File: src/rtl/key_state_overlay_compositor_core_assert.svh
`ifndef KEY_STATE_OVERLAY_COMPOSITOR_CORE_ASSERT_SVH
`define KEY_STATE_OVERLAY_COMPOSITOR_CORE_ASSERT_SVH

// Check that a condition holds in the same cycle as its trigger
`define KSOC_ASSERT_NOW(label, ante, cons, msg) \
   label: assert property (@(posedge clock) disable iff (reset) (ante) |-> (cons)) \
      else $error(msg);

// Check that a condition holds in the cycle after its trigger
`define KSOC_ASSERT_NEXT(label, ante, cons, msg) \
   label: assert property (@(posedge clock) disable iff (reset) (ante) |=> (cons)) \
      else $error(msg);

`endif

File: src/rtl/ksoc_pkg.sv
package ksoc_pkg;

   localparam int MAX_FRAME_DIM = 4096;
   localparam int NUM_KEYS      = 6;
   localparam int NUM_STAGES    = 1 + 3 * NUM_KEYS;
   localparam int QUEUE_DEPTH   = 4;
   localparam int QUEUE_AW      = $clog2(QUEUE_DEPTH);
   localparam int SETTLE_CYCLES = 5;

   localparam logic [12:0] RESET_WIDTH  = 13'd1920;
   localparam logic [12:0] RESET_HEIGHT = 13'd1080;

   localparam logic [7:0] BG_ALPHA   = 8'd140;
   localparam logic [7:0] BG_COLOR   = 8'd0;
   localparam logic [7:0] FILL_ALPHA = 8'd220;
   localparam logic [7:0] FILL_ON    = 8'd230;
   localparam logic [7:0] FILL_OFF   = 8'd64;
   localparam logic [7:0] RING_COLOR = 8'd255;
   localparam logic [7:0] RING_ALPHA = 8'd200;
   localparam logic [7:0] OPAQUE     = 8'd255;

   // reciprocals for small constant divisions
   localparam logic [16:0] RECIP_3  = 17'(65536 / 3);
   localparam logic [16:0] RECIP_5  = 17'(65536 / 5);
   localparam logic [16:0] RECIP_15 = 17'(65536 / 15);

   typedef logic signed [14:0] coord_type;

   typedef enum logic [1:0] {
      CSR_FRAME_WIDTH,
      CSR_FRAME_HEIGHT,
      CSR_KEY_MASK,
      CSR_PIXEL_FORMAT
   } csr_index_type;

   typedef struct packed {
      logic [11:0] pixel_x;
      logic [11:0] pixel_y;
      logic [7:0]  blue_in;
      logic [7:0]  green_in;
      logic [7:0]  red_in;
      logic [7:0]  alpha_in;
   } req_type;

   typedef struct packed {
      logic [7:0] blue_out;
      logic [7:0] green_out;
      logic [7:0] red_out;
      logic [7:0] alpha_out;
   } rsp_type;

   typedef struct packed {
      logic [12:0]                w;
      logic [12:0]                h;
      logic [3:0]                 thick;
      coord_type                  bg_x;
      coord_type                  bg_y;
      coord_type                  bg_w;
      coord_type                  bg_h;
      coord_type [NUM_KEYS-1:0]   key_x;
      coord_type [NUM_KEYS-1:0]   key_y;
      coord_type [NUM_KEYS-1:0]   key_w;
      coord_type [NUM_KEYS-1:0]   key_h;
      coord_type [NUM_KEYS-1:0]   glyph_x;
      coord_type [NUM_KEYS-1:0]   glyph_y;
      coord_type [NUM_KEYS-1:0]   font_mult;
      coord_type                  glyph_w;
      coord_type                  glyph_h;
      logic [NUM_KEYS-1:0]        key_mask;
      logic                       gray;
   } layout_type;

   typedef struct packed {
      logic                       bg_en;
      logic [NUM_KEYS-1:0]        fill_en;
      logic [NUM_KEYS-1:0]        fill_on;
      logic [NUM_KEYS-1:0][1:0]   ring_cnt;
      logic [NUM_KEYS-1:0]        glyph_en;
      logic                       gray;
   } op_type;

   typedef struct packed {
      op_type     op;
      logic [7:0] blue;
      logic [7:0] green;
      logic [7:0] red;
      logic [7:0] alpha;
   } item_type;

   typedef struct packed {
      logic feed;
      logic advance;
   } back_status_type;

   // 5x7 glyph rows, bit 4 is the leftmost column: W, A, S, D
   localparam logic [4:0] GLYPH_ROWS [4][7] = '{
      '{5'h11, 5'h11, 5'h15, 5'h15, 5'h15, 5'h1B, 5'h11},
      '{5'h1E, 5'h11, 5'h11, 5'h1F, 5'h11, 5'h11, 5'h11},
      '{5'h0F, 5'h10, 5'h10, 5'h0E, 5'h01, 5'h01, 5'h1E},
      '{5'h1E, 5'h11, 5'h11, 5'h11, 5'h11, 5'h11, 5'h1E}
   };

   // Shift and Space show only their leading S
   localparam logic [1:0] KEY_GLYPH [NUM_KEYS] = '{2'd0, 2'd1, 2'd2, 2'd3, 2'd2, 2'd2};

   function automatic coord_type to_coord(input logic [12:0] v);
      return coord_type'({2'b00, v});
   endfunction

   function automatic coord_type cmax(input coord_type a, input coord_type b);
      return (a > b) ? a : b;
   endfunction

   // Divide a narrow value by a small constant through its reciprocal
   function automatic logic [9:0] div_const(input logic [9:0] v, input logic [4:0] d,
                                            input logic [16:0] recip);
      logic [26:0] prod;
      logic [9:0]  q;
      logic [14:0] rem;
      prod = 27'(v) * 27'(recip);
      q    = prod[25:16];
      rem  = 15'(v) - 15'(q) * 15'(d);
      if (rem >= 15'(d)) begin
         q = q + 10'd1;
      end
      return q;
   endfunction

   // floor((a*c + (255-a)*p) / 255)
   function automatic logic [7:0] blend8(input logic [7:0] p, input logic [7:0] a,
                                         input logic [7:0] c);
      logic [16:0] x;
      logic [16:0] y;
      x = 17'(a) * 17'(c) + 17'(8'd255 - a) * 17'(p);
      y = (x + 17'd1 + (x >> 8)) >> 8;
      return y[7:0];
   endfunction

   function automatic item_type blend_item(input item_type it, input logic [7:0] c,
                                           input logic [7:0] a);
      item_type r;
      r      = it;
      r.blue = blend8(it.blue, a, c);
      if (!it.op.gray) begin
         r.green = blend8(it.green, a, c);
         r.red   = blend8(it.red, a, c);
      end
      return r;
   endfunction

endpackage

File: src/rtl/ksoc_layout.sv
module ksoc_layout (
   input  logic                    clock,
   input  logic                    reset,
   input  logic                    csr_valid,
   input  ksoc_pkg::csr_index_type csr_index,
   input  logic [12:0]             csr_data,
   output ksoc_pkg::layout_type    lay,
   output logic                    busy
);

   typedef struct packed {
      logic [12:0]         w;
      logic [12:0]         h;
      ksoc_pkg::coord_type pad;
      ksoc_pkg::coord_type box;
      ksoc_pkg::coord_type gap;
      logic [3:0]          thick;
   } s1_type;

   typedef struct packed {
      s1_type              a;
      ksoc_pkg::coord_type font;
      ksoc_pkg::coord_type hud_w;
      ksoc_pkg::coord_type hud_h;
      ksoc_pkg::coord_type bar_h;
   } s2_type;

   typedef struct packed {
      s2_type                                        b;
      ksoc_pkg::coord_type                           oy;
      ksoc_pkg::coord_type                           row_a;
      ksoc_pkg::coord_type                           f5;
      ksoc_pkg::coord_type                           f7;
      ksoc_pkg::coord_type                           off_kx;
      ksoc_pkg::coord_type                           off_ky;
      ksoc_pkg::coord_type                           off_by;
      ksoc_pkg::coord_type [ksoc_pkg::NUM_KEYS-1:0]  fm;
   } s3_type;

   logic [12:0] fw_ff, fw_in, fh_ff, fh_in;
   logic [ksoc_pkg::NUM_KEYS-1:0] km_ff, km_in;
   logic        fmt_ff, fmt_in;
   logic [2:0]  settle_ff, settle_in;
   s1_type      s1_ff, s1_in;
   s2_type      s2_ff, s2_in;
   s3_type      s3_ff, s3_in;
   ksoc_pkg::layout_type lay_ff, lay_in;

   // take register writes and restart the settle count
   always_comb begin
      fw_in     = fw_ff;
      fh_in     = fh_ff;
      km_in     = km_ff;
      fmt_in    = fmt_ff;
      settle_in = (settle_ff != 3'd0) ? settle_ff - 3'd1 : 3'd0;
      if (csr_valid) begin
         settle_in = 3'(ksoc_pkg::SETTLE_CYCLES);
         case (csr_index)
            ksoc_pkg::CSR_FRAME_WIDTH: begin
               fw_in = csr_data;
            end
            ksoc_pkg::CSR_FRAME_HEIGHT: begin
               fh_in = csr_data;
            end
            ksoc_pkg::CSR_KEY_MASK: begin
               km_in = csr_data[ksoc_pkg::NUM_KEYS-1:0];
            end
            ksoc_pkg::CSR_PIXEL_FORMAT: begin
               fmt_in = csr_data[0];
            end
            default: begin
            end
         endcase
      end
   end

   always_ff @(posedge clock) begin
      if (reset) begin
         fw_ff     <= ksoc_pkg::RESET_WIDTH;
         fh_ff     <= ksoc_pkg::RESET_HEIGHT;
         km_ff     <= '0;
         fmt_ff    <= 1'b0;
         settle_ff <= 3'(ksoc_pkg::SETTLE_CYCLES);
      end else begin
         fw_ff     <= fw_in;
         fh_ff     <= fh_in;
         km_ff     <= km_in;
         fmt_ff    <= fmt_in;
         settle_ff <= settle_in;
      end
   end

   // clamp frame size and derive the base sizes
   always_comb begin
      logic [12:0] wc;
      logic [9:0]  tq;
      wc       = (fw_ff > 13'(ksoc_pkg::MAX_FRAME_DIM)) ? 13'(ksoc_pkg::MAX_FRAME_DIM) : fw_ff;
      s1_in.w  = wc;
      s1_in.h  = (fh_ff > 13'(ksoc_pkg::MAX_FRAME_DIM)) ? 13'(ksoc_pkg::MAX_FRAME_DIM) : fh_ff;
      s1_in.pad = ksoc_pkg::cmax(ksoc_pkg::to_coord(wc >> 6), 15'sd20);
      s1_in.box = ksoc_pkg::cmax(ksoc_pkg::to_coord({3'b000,
                     ksoc_pkg::div_const(10'(wc >> 3), 5'd3, ksoc_pkg::RECIP_3)}), 15'sd64);
      s1_in.gap = ksoc_pkg::cmax(ksoc_pkg::to_coord({3'b000,
                     ksoc_pkg::div_const(10'(wc >> 5), 5'd5, ksoc_pkg::RECIP_5)}), 15'sd10);
      tq        = ksoc_pkg::div_const(10'(wc >> 5), 5'd15, ksoc_pkg::RECIP_15);
      s1_in.thick = (tq < 10'd3) ? 4'd3 : tq[3:0];
   end

   // font size and panel extent
   always_comb begin
      s2_in.a     = s1_ff;
      s2_in.font  = ksoc_pkg::cmax(ksoc_pkg::to_coord({3'b000,
                       ksoc_pkg::div_const(10'(s1_ff.box >>> 1), 5'd5, ksoc_pkg::RECIP_5)}),
                       15'sd3);
      s2_in.hud_w = (s1_ff.box <<< 1) + s1_ff.box + (s1_ff.gap <<< 1);
      s2_in.hud_h = (s1_ff.box <<< 1) + (s1_ff.gap <<< 1) + s1_ff.gap
                    + ((s1_ff.box >>> 1) <<< 1);
      s2_in.bar_h = s1_ff.box >>> 1;
   end

   // panel origin and glyph offsets
   always_comb begin
      ksoc_pkg::coord_type d;
      s3_in.b      = s2_ff;
      s3_in.oy     = ksoc_pkg::to_coord(s2_ff.a.h) - s2_ff.a.pad - s2_ff.hud_h;
      s3_in.row_a  = s3_in.oy + s2_ff.a.box + s2_ff.a.gap;
      s3_in.f5     = (s2_ff.font <<< 2) + s2_ff.font;
      s3_in.f7     = (s2_ff.font <<< 3) - s2_ff.font;
      s3_in.off_kx = (s2_ff.a.box - s3_in.f5) >>> 1;
      s3_in.off_ky = (s2_ff.a.box - s3_in.f7) >>> 1;
      // round toward zero when the bar is shorter than the glyph
      d            = s2_ff.bar_h - s3_in.f7;
      s3_in.off_by = (d + ksoc_pkg::coord_type'({14'd0, d[14]})) >>> 1;
      for (int i = 0; i < ksoc_pkg::NUM_KEYS; i++) begin
         s3_in.fm[i] = ksoc_pkg::coord_type'(s2_ff.font * (i + 1));
      end
   end

   // key rectangles and glyph origins
   always_comb begin
      ksoc_pkg::coord_type ox, bg, sh_y, sp_y;
      ox   = s3_ff.b.a.pad;
      bg   = s3_ff.b.a.box + s3_ff.b.a.gap;
      sh_y = s3_ff.row_a + bg;
      sp_y = sh_y + s3_ff.b.bar_h + s3_ff.b.a.gap;
      lay_in.w        = s3_ff.b.a.w;
      lay_in.h        = s3_ff.b.a.h;
      lay_in.thick    = s3_ff.b.a.thick;
      lay_in.bg_x     = ox - 15'sd6;
      lay_in.bg_y     = s3_ff.oy - 15'sd6;
      lay_in.bg_w     = s3_ff.b.hud_w + 15'sd12;
      lay_in.bg_h     = s3_ff.b.hud_h + 15'sd12;
      lay_in.key_x[0] = ox + bg;
      lay_in.key_x[1] = ox;
      lay_in.key_x[2] = ox + bg;
      lay_in.key_x[3] = ox + (bg <<< 1);
      lay_in.key_x[4] = ox;
      lay_in.key_x[5] = ox;
      lay_in.key_y[0] = s3_ff.oy;
      lay_in.key_y[1] = s3_ff.row_a;
      lay_in.key_y[2] = s3_ff.row_a;
      lay_in.key_y[3] = s3_ff.row_a;
      lay_in.key_y[4] = sh_y;
      lay_in.key_y[5] = sp_y;
      for (int k = 0; k < ksoc_pkg::NUM_KEYS; k++) begin
         if (k < 4) begin
            lay_in.key_w[k]   = s3_ff.b.a.box;
            lay_in.key_h[k]   = s3_ff.b.a.box;
            lay_in.glyph_x[k] = lay_in.key_x[k] + s3_ff.off_kx;
            lay_in.glyph_y[k] = lay_in.key_y[k] + s3_ff.off_ky;
         end else begin
            lay_in.key_w[k]   = s3_ff.b.hud_w;
            lay_in.key_h[k]   = s3_ff.b.bar_h;
            lay_in.glyph_x[k] = lay_in.key_x[k] + 15'sd8;
            lay_in.glyph_y[k] = lay_in.key_y[k] + s3_ff.off_by;
         end
      end
      lay_in.font_mult = s3_ff.fm;
      lay_in.glyph_w   = s3_ff.f5;
      lay_in.glyph_h   = s3_ff.f7;
      lay_in.key_mask  = km_ff;
      lay_in.gray      = fmt_ff;
   end

   always_ff @(posedge clock) begin
      s1_ff  <= s1_in;
      s2_ff  <= s2_in;
      s3_ff  <= s3_in;
      lay_ff <= lay_in;
   end

   assign lay  = lay_ff;
   assign busy = (settle_ff != 3'd0);

endmodule

File: config.mk
export PLATFORM = sky130hd
export DESIGN_NAME = ksoc_layout
export DESIGN_NICKNAME = d
export VERILOG_FILES = /design/src/rtl/key_state_overlay_compositor_core_assert.svh /design/src/rtl/ksoc_pkg.sv /design/src/rtl/ksoc_layout.sv
export SDC_FILE = /design/constraint.sdc
export NUM_CORES = 1
export LEC_CHECK = 0
export BUFFER_PORTS_ARGS = -buffer_cell sky130_fd_sc_hd__clkbuf_2
export CAP_MARGIN = 20
export CORE_AREA = 2 2 304 306
export DETAILED_ROUTE_END_ITERATION = 7
export DIE_AREA = 0 0 306 308
export PLACE_DENSITY = 0.68
export SYNTH_ARGS = -nofsm -noshare
export SYNTH_HDL_FRONTEND = slang
export SYNTH_SLANG_ARGS = --single-unit
File: constraint.sdc
create_clock -name clock -period 12.2 [get_ports clock]
set_input_delay 0.61 -clock clock [delete_from_list [all_inputs] [get_ports clock]]
set_output_delay 0.61 -clock clock [all_outputs]
set_load 0.02 [all_outputs]
# Word level (Yosys, flattened, before mapping)
# Index checks and enable logic that the tools add are counted.
[word_totals] regBits=956
[classes] n_addsub=42 n_mul=11 magnitude_cmp=11 n_eq_ne=3 muxes=6 bitwise_logic=1 n_reduce_logical=8
[ops] operator="$add 15x15->15" n=7
[ops] operator="$add 15x12->15" n=3
[ops] operator="$add 15x5->15 const B" n=3
[ops] operator="$mul 9x2->11 const B" n=3
[ops] operator="$add 15x11->15" n=2
[ops] operator="$add 15x13->15" n=2
[ops] operator="$add 15x14->15" n=2
[ops] operator="$ge 15x3->1 const B" n=2
[ops] operator="$sub 15x4->15 const B" n=2
[ops] operator="$gt 13x13->1 const B" n=2
[ops] operator="$mul 10x15->25 const B" n=1
[ops] operator="$mul 9x14->23 const B" n=1
[ops] operator="$mul 8x14->22 const B" n=1
[ops] operator="$mul 8x13->21 const B" n=1
[ops] operator="$sub 8x9->10" n=2
[ops] operator="$add 11x15->15" n=1
[ops] operator="$add 12x15->15" n=1
[ops] operator="$add 15x10->15" n=1
[ops] operator="$add 15x2->15" n=1
[ops] operator="$ge 15x2->1 const B" n=1
[ops] operator="$ge 15x4->1 const B" n=1
[ops] operator="$sub 14x15->15" n=1
[ops] operator="$sub 15x15->15" n=1
[ops] operator="$sub 10x13->14" n=1
[ops] operator="35 further kinds" n=39

# Longest topological paths before layout
# Gate-level depths: netlist (run 1).
[logic_depth] depth_word=8 depth_mapped=38 depth_no_buf=37

# Worst setup path before layout (run 1)
# OpenSTA, ideal clock, no wires.
[synth_timing] path_type="reg-to-reg" startpoint="register fw_ff[12]" endpoint="register s1_ff[22] (netlist bit)" arrival_ns=8.494 setup_slack_ns=3.591 path_stages_with_launch=33 synth_period_minus_slack_ns=8.609 path_cell_list="dfxtp_1 > buf_2 > buf_1 > clkbuf_1 > ha_1 > ha_1 > fa_1 > inv_1 > fa_1 > inv_1 > fa_1 > ha_1 > a21o_1 > maj3_1 > nor3_1 > a211o_1 > nand3_1 > and4b_1 > or3_1 > fa_1 > inv_1 > ha_1 > nor2b_1 > a2111oi_4 > o311ai_1 > or4_4 > a2111oi_4 > or4b_4 > nor2_4 > xor2_2 > a2111oi_2 > o21a_2 > nor2_1"
[synth_rtl] item="start, declared" line="ksoc_layout.sv:40" rtl="logic [12:0] fw_ff, fw_in, fh_ff, fh_in;"
[synth_rtl] item="start signal, assigned" line="ksoc_layout.sv:79" rtl="fw_ff <= ksoc_pkg::RESET_WIDTH;"
[synth_rtl] item="start signal, assigned" line="ksoc_layout.sv:85" rtl="fw_ff <= fw_in;"
[synth_rtl] item="end signal, assigned" line="ksoc_layout.sv:186" rtl="s1_ff <= s1_in;"
[synth_rtl] item="end, declared" line="ksoc_layout.sv:44" rtl="s1_type s1_ff, s1_in;"

==> impl_metrics.toml, run 1 <==
[floorplanning]
core-area_um2 = 91000
start_util_pct = 41.6
die_w_um = 306
die_y_um = 308
pin_count = 776
die_area_um2 = 94200
row_count = 111

[synthesis]
synth_area_per_cell_um2 = 10.1
synth_ff_type = "dfxtp_1"
synth_top_family_by_area = "adder cells"
async_flop_share_pct = 0
ys_types = 92
netlist_area_um2 = 37900
ys_ff_latch = 721
syn_inst = 3763
muxShareOfSynthArea_pct = 0.456
synthXorXnorAreaFrac_pct = 7.74
synth_compound_area_share_pct = 9.98
yosys_warnings = 0
synth_seq_area_share_pct = 38.1
synth-simple-area-share_pct = 8.74
synth_edf_count = 0
synth_fa_ha_area_share_pct = 22.4

[timing]
clock.fmax_mhz = 101
setup_viol = 0
rsz0062_at_grt = "no"
worst_pin_slew_ns = 0.984
fin_worst_skew_ns = 0.0320
slew_viol_final = 0
finalCritPeriodShare_pct = 81.1
whs_ns = 0.218
period_needed_ns = 9.90
hold_viol = 0
setup_slack_ns = 2.30
relSlewSlack_pct = 34.0
finalSetupTns_ns = 0

[grt]
use_met2_pct = 38.1
grt_pass1_vias = 25500
use_met3_pct = 3.59
overflow = 0
grt_usage_pct = 20.6
grt_pass1_wl_um = 148000
grt_max_degree = 36
grt_use_met1_pct = 23.5
antenna_found_initial = 2
busiest_layer = "met2"

[final_layout]
final_cell_mix = "dfxtp_1 (721), clkbuf_2 (632), ha_1 (465)"
area_growth_pct = 13.0
post-route-util_pct = 47.0
fillCellCount = 8532
nets = 4814
final_common_cell = "dfxtp_1"
drive_gt1_share_pct = 19.2

[detailed_routing]
dr.pass1.iters = 5
final_antenna_net_count = 0
num_vias = 25700
via_per_inst = 4.72
post_drt_wl_per_cell_um = 18.1
wl_um = 98800
drt-initial-drc-count = 1132
drc = 0

[placement]
port_buffers = 632
hpwl_um = 81600
place.gp.congestion = 0.884
pre_cts_slack_ns = 2.40

[clock_network]
root_buffer = "clkbuf_16"
hold_buffers = 0
clock_latency_ns = 0.63
post_cts_buffers = 0
cts_resized = 0
cts_made_buffers = 77
cts_tree = "done"
clk_pin_slew_ns = 0.06
htree_num_levels = 3
cts_sinks = 721
cts.path.max_buffers = 3

[setup_path]
r2r_slack_ns = 2.30
crit_required_ns = 12.72
crit_type = "reg2reg"
arrival_ns = 10.42
end_kind = "flop"
worstRegToRegCells = 32
cpMostUsedCell = "inv_1"
reg2reg_to = "s1_ff[22]"
worst_r2r_startpoint = "fw_ff[12]"
slowest_stage = "o311ai_0"
slowest_delay_ns = 0.66
critPathMaxFanout = 24
start_kind = "flop"

[status]
outcome = "complete, no violations"

[job]
cap_violations = 0

[min_path]
holdCritStartpoint = "csr_data[9]"
hold_path_end = "fh_ff[9]"
hp-class = "in2reg"
whs_path_depth = 3
-- synth_stat cells, types with 14 or more instances --
cell type    n  share of area, %
mux2i_1     15              0.40
nor2b_1     61               1.0
inv_1      433               4.3
o21a_1      38              0.75
nand3b_1    18              0.36
fa_1       132               7.0
buf_4      404               8.0
ha_1       465                15
a31oi_1     23              0.38
or2_2       19              0.31
xnor2_1    239               5.5
nor3_1      52              0.69
nand2_1    151               1.5
o21bai_1    52               1.0
and2_1      18              0.30
xor2_1      94               2.2
nor4_1      16              0.26
nand2b_1    31              0.51
dfxtp_1    721                38
nor2_1     161               1.6
o21ai_0     97               1.3
and3_1      14              0.23
nand3_1     40              0.53
a21oi_1    187               2.5
a21o_1      58               1.1
clkbuf_1    20              0.20
-- registers in the layout (all words and copies together) (netlist names) --
register,count
fh_ff,13
fmt_ff,1
fw_ff,13
km_ff,6
lay,354
lay_in,133
s1_ff,54
s2_ff,86
s3_ff,58
settle_ff,3
-- cell families (layout without fill, tap and decap cells) --
logic type,after synthesis,count (layout)
buffers and inverters,864,1214
DFF,721,721
and+or+nand+nor,650,650
adders and majority gates,598,598
AOI/OAI and AO/OA,577,577
xor gates and xnor gates,334,334
muxes,17,17
other,2,150
-- worst max-delay path, delay by kind of cell (launching register included) --
kind | cells | cell delay (ns)
adders and majority gates | 9 | 3.84
AOI/OAI and AO/OA | 9 | 2.93
buffers and inverters | 7 | 1.17
and+or+nand+nor | 5 | 0.84
xor gates and xnor gates | 2 | 0.65
DFF | 1 | 0.31
-- worst max-delay path by stage --
stage	startpoint	to	slack, ns	cells past startpoint
3_5_place_dp	fw_ff[12]	s1_ff[22]	2.40	32
5_1_grt	fw_ff[12]	s1_ff[23]	1.61	32
4_1_cts	fw_ff[12]	s1_ff[22]	2.33	32
2_1_floorplan	fw_ff[12]	s1_ff[22]	3.59	32
6_report	fw_ff[12]	s1_ff[22]	2.30	32
3_3_place_gp	fw_ff[12]	s1_ff[20]	2.47	32
-- routing by layer --
layer  part of all wire [%]  up-vias
li1                       -    12800
met1                     41    12200
met2                     51      592
met3                    4.3      161
met4                    3.6        0
met5                      0        -
-- cell type report --
type | instances | area, um^2 | area share (%)
Antenna cell | 1 | 2.50 | 0.00585
Clock buffer | 100 | 2140 | 5.01
Clock inverter | 40 | 651 | 1.52
Inverter | 435 | 1630 | 3.82
Multi-Input combinational cell | 2325 | 19200 | 44.9
Sequential cell | 721 | 14400 | 33.7
Tap cell | 1186 | 1480 | 3.47
Timing Repair Buffer | 639 | 3220 | 7.51
-- through the flow --
step           cell area [um^2]  cells
6_report                  42800   5447
5_1_grt                   42800   5446
4_1_cts                   42800   5446
3_5_place_dp              40000   5306
3_3_place_gp              40000   5306
2_1_floorplan             38400   3910
Power of run 1 is left out: the tool's default activity adds up to more than one toggle a clock period on the data nets, which glitch-free logic cannot reach.
==> run 2: changes to the inputs <==
- PLACE_DENSITY: 0.68 -> 0.71
- clock period: 12.2 -> 8.8 ns (I/O delays scaled with it)
==> impl_metrics.toml, run 2 (synthesis gave the netlist of run 1 again) <==
[status]
outcome = "complete, no violations"

[setup_path]
start_kind = "flop"
worst_r2r_startpoint = "fw_ff[12]"
cp_top_family = "adder cells"
crit_required_ns = 9.32
cp-startpoint = "fw_ff[12]"
path_buf_inv = 5
cp.depth = 32
slowest_delay_ns = 0.59
critPathMaxFanout = 10
arrival_ns = 8.90
slowest_stage = "fa_2"
end_kind = "flop"
worstRegToRegCells = 32
cpMostUsedCell = "inv_1"
crit_type = "reg2reg"

[detailed_routing]
num_vias = 26000
drc = 0
final_antenna_net_count = 0
post_drt_wl_per_cell_um = 18.3
via_per_inst = 4.75
drt-initial-drc-count = 1207
wl_um = 100000
dr.pass1.iters = 5

[timing]
finalCritPeriodShare_pct = 95.2
setup_viol = 0
period_needed_ns = 8.38
clock.fmax_mhz = 119
hold_viol = 0
rsz0062_at_grt = "yes"
fin_worst_skew_ns = 0.0216
slew_viol_final = 0
relSlewSlack_pct = 38.9
worst_pin_slew_ns = 0.894

[min_path]
holdCritStartpoint = "csr_data[11]"
hp-class = "in2reg"
whs_path_depth = 3

[grt]
use_met2_pct = 38.6
grt_pass1_wl_um = 149000
grt_pass1_vias = 25800
grt_usage_pct = 20.9
grt_use_met1_pct = 23.7
antenna_found_initial = 6
overflow = 0
busiest_layer = "met2"
use_met3_pct = 3.01
grt_max_degree = 36

[final_layout]
post-route-util_pct = 47.5
area_growth_pct = 14.1
largest_reg_flops = 354
fillCellCount = 8399
final_cell_mix = "dfxtp_1 (720), clkbuf_2 (632), ha_1 (464)"
drive_gt1_share_pct = 20.3
nets = 4850
multi_input_area_um2 = 19300
seq_area_um2 = 14400
final_common_cell = "dfxtp_1"

[job]
cap_violations = 0

[clock_network]
cts.path.max_buffers = 3
cts_made_buffers = 79
hold_buffers = 0
cts_sinks = 721
cts_tree = "done"
htree_num_levels = 3
root_buffer = "clkbuf_16"
clk_pin_slew_ns = 0.06
clock_latency_ns = 0.64

[floorplanning]
row_count = 111
die_area_um2 = 94200
die_y_um = 308
start_util_pct = 41.6
die_w_um = 306
core-area_um2 = 91000
pin_count = 776

[placement]
place.gp.congestion = 0.883
hpwl_um = 82400
port_buffers = 632
[run 2: path summary, 6_finish.rpt]
kind | end | slack, ns
min | fh_ff[11] | 0.06
max | s1_ff[20] | 0.42
max reg2reg | s1_ff[20] | 0.42
min reg2reg | s2_ff[116] | 0.32
[run 2: timing repair]
item,in CTS,in global routing
setup endpoints to repair,0,15
resized for setup,0,24
setup buffers,0,4
[run 2: worst reg2reg max path, delay by kind of cell, from the launching register on]
kind                       cells  cell delay (ns)
AOI/OAI and AO/OA              7             1.59
xor gates and xnor gates       1             0.16
adders and majority gates      9             3.76
buffers and inverters          5             0.35
DFF                            1             0.37
and+or+nand+nor               10             2.06
[run 2: layout make-up]
class                      instances  share of cell area, %
clock inverter                    33                   1.23
multi-input combinational       2325                   44.8
clock buffer                     109                   5.33
inverter                         435                   3.79
tap                             1186                   3.44
timing repair buffer             673                   8.03
antenna                            2                 0.0116
sequential                       721                   33.4
[run 2: layer usage]
layer  up-vias  share of wire, %
li1      12900                 -
met1     12300                40
met2       663                52
met3       177               3.8
met4         0               4.3
met5         -                 0
[run 2: through the flow]
stage / TNS, ns / instances / cell area [um^2] / setup slack [ns] / hold slack (ns)
finish: 0 / 5484 / 43200 / 0.419 / 0.0635
global route: -0.0129 / 5483 / 43200 / -0.0120 / 0.0315
CTS: 0 / 5478 / 43100 / 0.0417 / 0.00446
detailed placement: 0 / 5336 / 40200 / 0.0562 / 0.312
global placement: 0 / 5336 / 40200 / 0.246 / 0.310
floorplan: 0 / 3910 / 38400 / 0.191 / 0.310
Power of run 2 is left out for the same reason.
